### src/rtl/core/wls_pkg.sv
`timescale 1ns / 1ps
// ----------------------------------------------------------------------------
// wls_pkg
// Shared constants, codes and control types for the window slope block.
// ----------------------------------------------------------------------------
package wls_pkg;

  // Window geometry.
  localparam int HistDepth = 16;
  localparam int AddrW     = 4;
  localparam int CntW      = 5;

  // Field and accumulator widths.
  localparam int ValW   = 24;
  localparam int TimeW  = 32;
  localparam int SlopeW = 32;
  localparam int SxW    = 37;
  localparam int SyW    = 29;
  localparam int SxyW   = 61;
  localparam int SxxW   = 68;
  localparam int WideW  = 96;

  // Serial multiplier bit count and step counter width.
  localparam int MulBits = 37;
  localparam int StepW   = 7;

  // Milliseconds per minute.
  localparam logic [MulBits-1:0] ScaleFactor = MulBits'(60000);

  // Multiplier operations, in the order the controller runs them.
  typedef logic [2:0] mul_op_t;
  localparam mul_op_t MulNsxx  = 3'd0;
  localparam mul_op_t MulSxSx  = 3'd1;
  localparam mul_op_t MulNsxy  = 3'd2;
  localparam mul_op_t MulSxSy  = 3'd3;
  localparam mul_op_t MulScale = 3'd4;

  // Commands from the controller to the datapath.
  typedef struct packed {
    logic            ring_wr;
    logic            rd_en;
    logic [CntW-1:0] rd_idx;
    logic            acc_en;
    logic            acc_first;
    logic            mul_load;
    logic            mul_step;
    logic            mul_store;
    mul_op_t         mul_op;
    logic            div_load;
    logic            div_step;
    logic            res_load;
    logic            res_zero;
  } wls_cmd_t;

  // Status from the datapath to the controller.
  typedef struct packed {
    logic [CntW-1:0] fill;
    logic            den_zero;
  } wls_stat_t;

endpackage

### src/rtl/core/wls_ctrl.sv
`timescale 1ns / 1ps
// ----------------------------------------------------------------------------
// wls_ctrl
// Sequencer: walks the window, runs the multiplies and the division.
// ----------------------------------------------------------------------------
module wls_ctrl import wls_pkg::*; (
  input  logic      clk_i,
  input  logic      rst_ni,
  input  logic      in_valid_i,
  output logic      in_ready_o,
  output logic      out_valid_o,
  input  logic      out_ready_i,
  input  wls_stat_t stat_i,
  output wls_cmd_t  cmd_o
);

  localparam logic [3:0] SIdle   = 4'd0;
  localparam logic [3:0] SChk    = 4'd1;
  localparam logic [3:0] SRd     = 4'd2;
  localparam logic [3:0] SAc     = 4'd3;
  localparam logic [3:0] SMLoad  = 4'd4;
  localparam logic [3:0] SMStep  = 4'd5;
  localparam logic [3:0] SMStore = 4'd6;
  localparam logic [3:0] SDLoad  = 4'd7;
  localparam logic [3:0] SDStep  = 4'd8;
  localparam logic [3:0] SDone   = 4'd9;

  logic [3:0]      state_q, state_d;
  logic [CntW-1:0] idx_q, idx_d;
  logic [StepW-1:0] cnt_q, cnt_d;
  mul_op_t         op_q, op_d;
  logic            zero_q, zero_d;
  logic            oval_q, oval_d;
  logic            accept;
  logic            out_free;

  assign in_ready_o  = (state_q == SIdle);
  assign out_valid_o = oval_q;
  assign accept      = in_valid_i && in_ready_o;
  assign out_free    = !oval_q || out_ready_i;

  // Next state and command decode.
  always_comb begin
    state_d = state_q;
    idx_d   = idx_q;
    cnt_d   = cnt_q;
    op_d    = op_q;
    zero_d  = zero_q;
    oval_d  = oval_q;
    cmd_o   = '0;
    cmd_o.rd_idx = idx_q;
    cmd_o.mul_op = op_q;
    if (oval_q && out_ready_i) begin
      oval_d = 1'b0;
    end
    case (state_q)
      SIdle: begin
        if (accept) begin
          cmd_o.ring_wr = 1'b1;
          zero_d  = 1'b0;
          state_d = SChk;
        end
      end
      SChk: begin
        idx_d = '0;
        if (stat_i.fill < CntW'(2)) begin
          zero_d  = 1'b1;
          state_d = SDone;
        end else begin
          state_d = SRd;
        end
      end
      SRd: begin
        cmd_o.rd_en = 1'b1;
        state_d = SAc;
      end
      SAc: begin
        cmd_o.acc_en    = 1'b1;
        cmd_o.acc_first = (idx_q == '0);
        idx_d = idx_q + CntW'(1);
        if (idx_q == stat_i.fill - CntW'(1)) begin
          op_d    = MulNsxx;
          state_d = SMLoad;
        end else begin
          state_d = SRd;
        end
      end
      SMLoad: begin
        cmd_o.mul_load = 1'b1;
        cnt_d   = '0;
        state_d = SMStep;
      end
      SMStep: begin
        cmd_o.mul_step = 1'b1;
        cnt_d = cnt_q + StepW'(1);
        if (cnt_q == StepW'(MulBits - 1)) begin
          state_d = SMStore;
        end
      end
      SMStore: begin
        cmd_o.mul_store = 1'b1;
        if (op_q == MulScale) begin
          state_d = SDLoad;
        end else begin
          op_d    = op_q + mul_op_t'(1);
          state_d = SMLoad;
        end
      end
      SDLoad: begin
        cmd_o.div_load = 1'b1;
        cnt_d   = '0;
        state_d = SDStep;
      end
      SDStep: begin
        cmd_o.div_step = 1'b1;
        cnt_d = cnt_q + StepW'(1);
        if (cnt_q == StepW'(WideW - 1)) begin
          state_d = SDone;
        end
      end
      SDone: begin
        if (out_free) begin
          cmd_o.res_load = 1'b1;
          cmd_o.res_zero = zero_q || stat_i.den_zero;
          oval_d  = 1'b1;
          state_d = SIdle;
        end
      end
      default: begin
        state_d = SIdle;
      end
    endcase
  end

  // Control registers.
  always_ff @(posedge clk_i or negedge rst_ni) begin
    if (!rst_ni) begin
      state_q <= SIdle;
      idx_q   <= '0;
      cnt_q   <= '0;
      op_q    <= MulNsxx;
      zero_q  <= 1'b0;
      oval_q  <= 1'b0;
    end else begin
      state_q <= state_d;
      idx_q   <= idx_d;
      cnt_q   <= cnt_d;
      op_q    <= op_d;
      zero_q  <= zero_d;
      oval_q  <= oval_d;
    end
  end

endmodule

### config.mk
export PLATFORM = sky130hd
export DESIGN_NAME = wls_ctrl
export DESIGN_NICKNAME = d
export VERILOG_FILES = /design/src/rtl/core/wls_pkg.sv /design/src/rtl/core/wls_ctrl.sv
export SDC_FILE = /design/constraint.sdc
export NUM_CORES = 1
export LEC_CHECK = 0
export BUFFER_PORTS_ARGS = -buffer_cell sky130_fd_sc_hd__buf_2
export CORE_MARGIN = 3
export CORE_UTILIZATION = 50
export DETAILED_ROUTE_END_ITERATION = 7
export PLACE_DENSITY_LB_ADDON = 0.12
export SLEW_MARGIN = 20
export SYNTH_ARGS = -nofsm -noshare
export SYNTH_HDL_FRONTEND = slang
export SYNTH_SLANG_ARGS = --single-unit
### constraint.sdc
create_clock -name clk_i -period 1.5 [get_ports clk_i]
set_input_delay 0.3 -clock clk_i [delete_from_list [all_inputs] [get_ports clk_i]]
set_output_delay 0.3 -clock clk_i [all_outputs]
set_load 0.05 [all_outputs]
==> impl_table.tex <==
\begin{tabular}{lr}
\hline
Metric & Value \\
\hline
\multicolumn{2}{l}{\textbf{STA}} \\
Tightest hold margin & 313 ps \\
Setup repair after global routing missed its margin & true \\
Total count of hold-check failures in the final report & 0 \\
Final period demand of the worst path & 2040 ps \\
Measured slew at the worst slew-check pin & 526 ps \\
Number of max-slew violations in the final report & 0 \\
Fin crit share & 136\% \\
Final number of setup-violating endpoints & 29 \\
Final worst setup slack & -539 ps \\
Max frequency & 490 MHz \\
Max-Slew Margin vs Limit & 65.0\% \\
Worst clock skew on the final layout & 5.38 ps \\
Final-layout setup total negative slack & -8810 ps \\
\multicolumn{2}{l}{\textbf{Floorplan}} \\
Placement Rows & 20 \\
Die Footprint & 4110 um2 \\
Io pins & 31 \\
Die width & 64.1 um \\
Initial core utilization & 54.0\% \\
Core Area & 3130 um2 \\
Die boundary height & 64.1 um \\
\multicolumn{2}{l}{\textbf{Logic synthesis}} \\
Number of enable-type register cells in the synthesized netlist & 0 \\
Fraction of synthesized area in multiplexers & 0.890\% \\
Cell types with the largest area share after synthesis & dfrtp\_1, ha\_1, nand2\_1 \\
Yosys cell types & 53 \\
Post-Synthesis Cells & 202 \\
Synthesized cell area & 1690 um2 \\
Largest family of logic cells by synthesized area & simple AND/OR/NAND/NOR gates \\
Fraction of the mapped netlist area in simple logic gates & 28.5\% \\
Area share of the largest cell type after synthesis & 31.1\% \\
Avg Inst Size Synth & 8.36 um2 \\
Share of synthesized flip-flops with an asynchronous set or reset & 100\% \\
Compound-cell area share of the yosys netlist & 22.3\% \\
Post-synthesis adder-cell area fraction & 5.19\% \\
Sequential share of the synthesized area & 31.1\% \\
Syn\_nets & 219 \\
Synth warnings & 0 \\
Post-synthesis share of cell area spent on xor and xnor gates & 4.15\% \\
Main synth FF type & dfrtp\_1 \\
Dominant cell type by area after synthesis & dfrtp\_1 \\
Flip-flop and latch count after synthesis & 21 \\
\multicolumn{2}{l}{\textbf{Final layout}} \\
Diodes inserted & 0 \\
FF/Latch Area & 537 um2 \\
Post-Layout Cell Count & 344 \\
Commonest cells after routing, fill and taps aside & buf\_4, buf\_6, buf\_2, nand2\_1, dfrtp\_1 \\
Most common library cell in the layout ignoring fill and taps & buf\_4 \\
Net count reported at finish & 318 \\
Number of filler cells placed in the layout & 84 \\
Fraction of layout instances using a drive strength above 1 & 58.0\% \\
Area Overhead vs Synth & 75.7\% \\
Multi-input gate area & 1380 um2 \\
Post-layout utilization of the core & 94.8\% \\
\multicolumn{2}{l}{\textbf{Critical path}} \\
Peak per-stage delay on the critical path & 460 ps \\
Most frequent cell on the critical path & buf\_4 \\
Worst path bufs/invs & 4 \\
Critical Path End Type & register \\
Startpoint type of the worst setup path & register \\
Series of cell instances along the critical path & buf\_4, buf\_4, buf\_6, or3b\_4, buf\_4, nor3\_2, a31oi\_1, o211ai\_1 \\
Crit path max-delay family & simple AND/OR/NAND/NOR gates \\
Critical path peak fanout & 6 \\
Data required time at the worst endpoint & 1750 ps \\
Highest-delay cell along the critical path & dfrtp\_2 \\
Arrival time at the worst endpoint & 2290 ps \\
Setup CP Type & reg -> reg \\
\multicolumn{2}{l}{\textbf{Pwr}} \\
Ratio of total power to cell area & 2240 nW/um2 \\
Share of total power in sequential cells & 16.7\% \\
Combinational cell fraction of total power & 78.7\% \\
Switch Pwr & 0.00352 W \\
Clock group share of total power & 4.6\% \\
Switching power share of the total & 52.9\% \\
Internal power & 0.00314 W \\
Max IR drop VDD & 1.41 mV \\
Leak Pwr & 1.31 nW \\
\multicolumn{2}{l}{\textbf{GRT}} \\
Initial antenna violation count & 0 \\
Overflow left after global routing & 0 \\
Maximum number of pins on one net before global-route repair & 22 \\
Vias in the first global route & 2023 \\
Total Routing Usage GR & 30.1\% \\
Wire length of the first global-routing pass & 9630 um \\
\multicolumn{2}{l}{\textbf{Hold path}} \\
Path type of the worst min-delay path & in -> reg \\
\multicolumn{2}{l}{\textbf{Clocking}} \\
TritonCTS clock tree & done \\
Buffers from clock root to sink, at most & 2 \\
Clock edge transition at the registers on the reported setup and hold paths & 130 ps \\
Later-pin clock latency in the skew report & 330 ps \\
TritonCTS Buffers & 3 \\
Sink Count & 21 \\
CTS Root Cell & clkbuf\_4 \\
Number of H-tree levels & 1 \\
\multicolumn{2}{l}{\textbf{Routing}} \\
Routed len/inst & 27.0 um \\
Initial DRC Count & 435 \\
1st-pass router iterations & 6 \\
Routed vias/inst & 7.24 \\
Detailed-route wire length & 9290 um \\
Number of design rule violations left after detail routing & 0 \\
Detailed-route via count & 2491 \\
Remaining antenna violation count & 0 \\
\multicolumn{2}{l}{\textbf{Outcome}} \\
Failing checks & negative setup slack \\
Run status & finished with violations \\
\multicolumn{2}{l}{\textbf{Placement}} \\
Post-DP HPWL & 3860 um \\
Global placer's final weighted congestion & 0.897 \\
Number of port buffers & 30 \\
Number of instances in the placed design & 310 \\
\multicolumn{2}{l}{\textbf{Job}} \\
Maximum Capacitance Violations & 0 \\
\hline
\end{tabular}
[sequential cells by signal, indices dropped and copies added, names as in the netlist]
| register | flops |
|---|---|
| zero_q | 1 |
| state_q | 4 |
| idx_q | 5 |
| out_valid_o | 1 |
| op_q | 3 |
| cnt_q | 7 |
[cells by family after synthesis]
kind of cell	count (synthesis)
and+or+nand+nor	83
AOI/OAI and AO/OA	54
buffers and inverters	28
DFF	21
xor gates and xnor gates	8
adders and majority gates	7
muxes	1
[power by group through the flow]
stage                     sequential (W)  combinational, W  clock (W)
final                            0.00111           0.00524   0.000305
after global routing             0.00112           0.00539   0.000311
after CTS                        0.00106           0.00407   0.000291
after detailed placement         0.00106           0.00334          0
after global placement           0.00104           0.00325          0
after floorplan                  0.00125           0.00196          0
[area by class of cell]
| class | instances | share of cell area, % |
|---|---|---|
| tap | 44 | 1.86 |
| inverter | 13 | 1.65 |
| sequential | 21 | 18.1 |
| clock buffer | 4 | 0.886 |
| timing repair buffer | 109 | 31.1 |
| multi-input combinational | 153 | 46.5 |
[synthesized netlist by cell type, types with 4 or more instances]
master and instances:
nand2_1 19, a21oi_1 10, o221ai_1 4, o21ai_0 10, nor4_1 5, inv_1 13
o211ai_1 4, clkbuf_1 7, nor2b_1 6, buf_2 4, nor2_1 12, ha_1 7
xor2_1 5, nand3_1 6, nor3_1 8, dfrtp_1 21, a31oi_1 5
[metal layers]
layer / track usage (%) / part of all wire (%) / wire [um]
met1: 36.0 / 34 / 3140
met4: 11.6 / 9.2 / 855
met3: 3.69 / 14 / 1260
met2: 54.6 / 43 / 4040
met5: 0 / 0 / 0
[stage by stage]
stage          cell area, um2  total power (W)  worst slack (ps)
6_report                 2970          0.00665              -539
4_1_cts                  2690          0.00542              -354
2_1_floorplan            1800          0.00321              -468
3_3_place_gp             2280          0.00428              -217
5_1_grt                  2970          0.00682              -598
3_5_place_dp             2280          0.00440              -370
[repair_timing]
item	CTS	global route
hold endpoints to repair	21	0
resized for setup	77	36
endpoints found under the setup margin	29	30
pin swaps	16	28
hold buffers	1	0
buffers inserted	12	19
[worst reg2reg max path, stage by stage (launching register included)]
cell and delay (ps):
dfrtp_2 460, buf_4 160, buf_4 130, buf_6 130
or3b_4 450, buf_4 180, nor3_2 170, a31oi_1 100
o211ai_1 190
[final timing paths]
path	startpoint	cells past startpoint	slack, ps	end
max in group asynchronous	rst_ni	2	650	state_q[1]$_DFFE_PN0P_
worst max register to register	state_q[0]$_DFFE_PN0P_	8	-540	cnt_q[2]$_DFFE_PN0P_
worst min register to register	out_valid_o$_DFF_PN0_	2	580	out_valid_o$_DFF_PN0_
worst max-delay path	state_q[0]$_DFFE_PN0P_	8	-540	cnt_q[2]$_DFFE_PN0P_
worst min-delay path	out_ready_i	3	310	out_valid_o$_DFF_PN0_
min in group asynchronous	rst_ni	2	460	cnt_q[4]$_DFFE_PN0P_
Note: power is estimated with default switching activity, not from simulation.
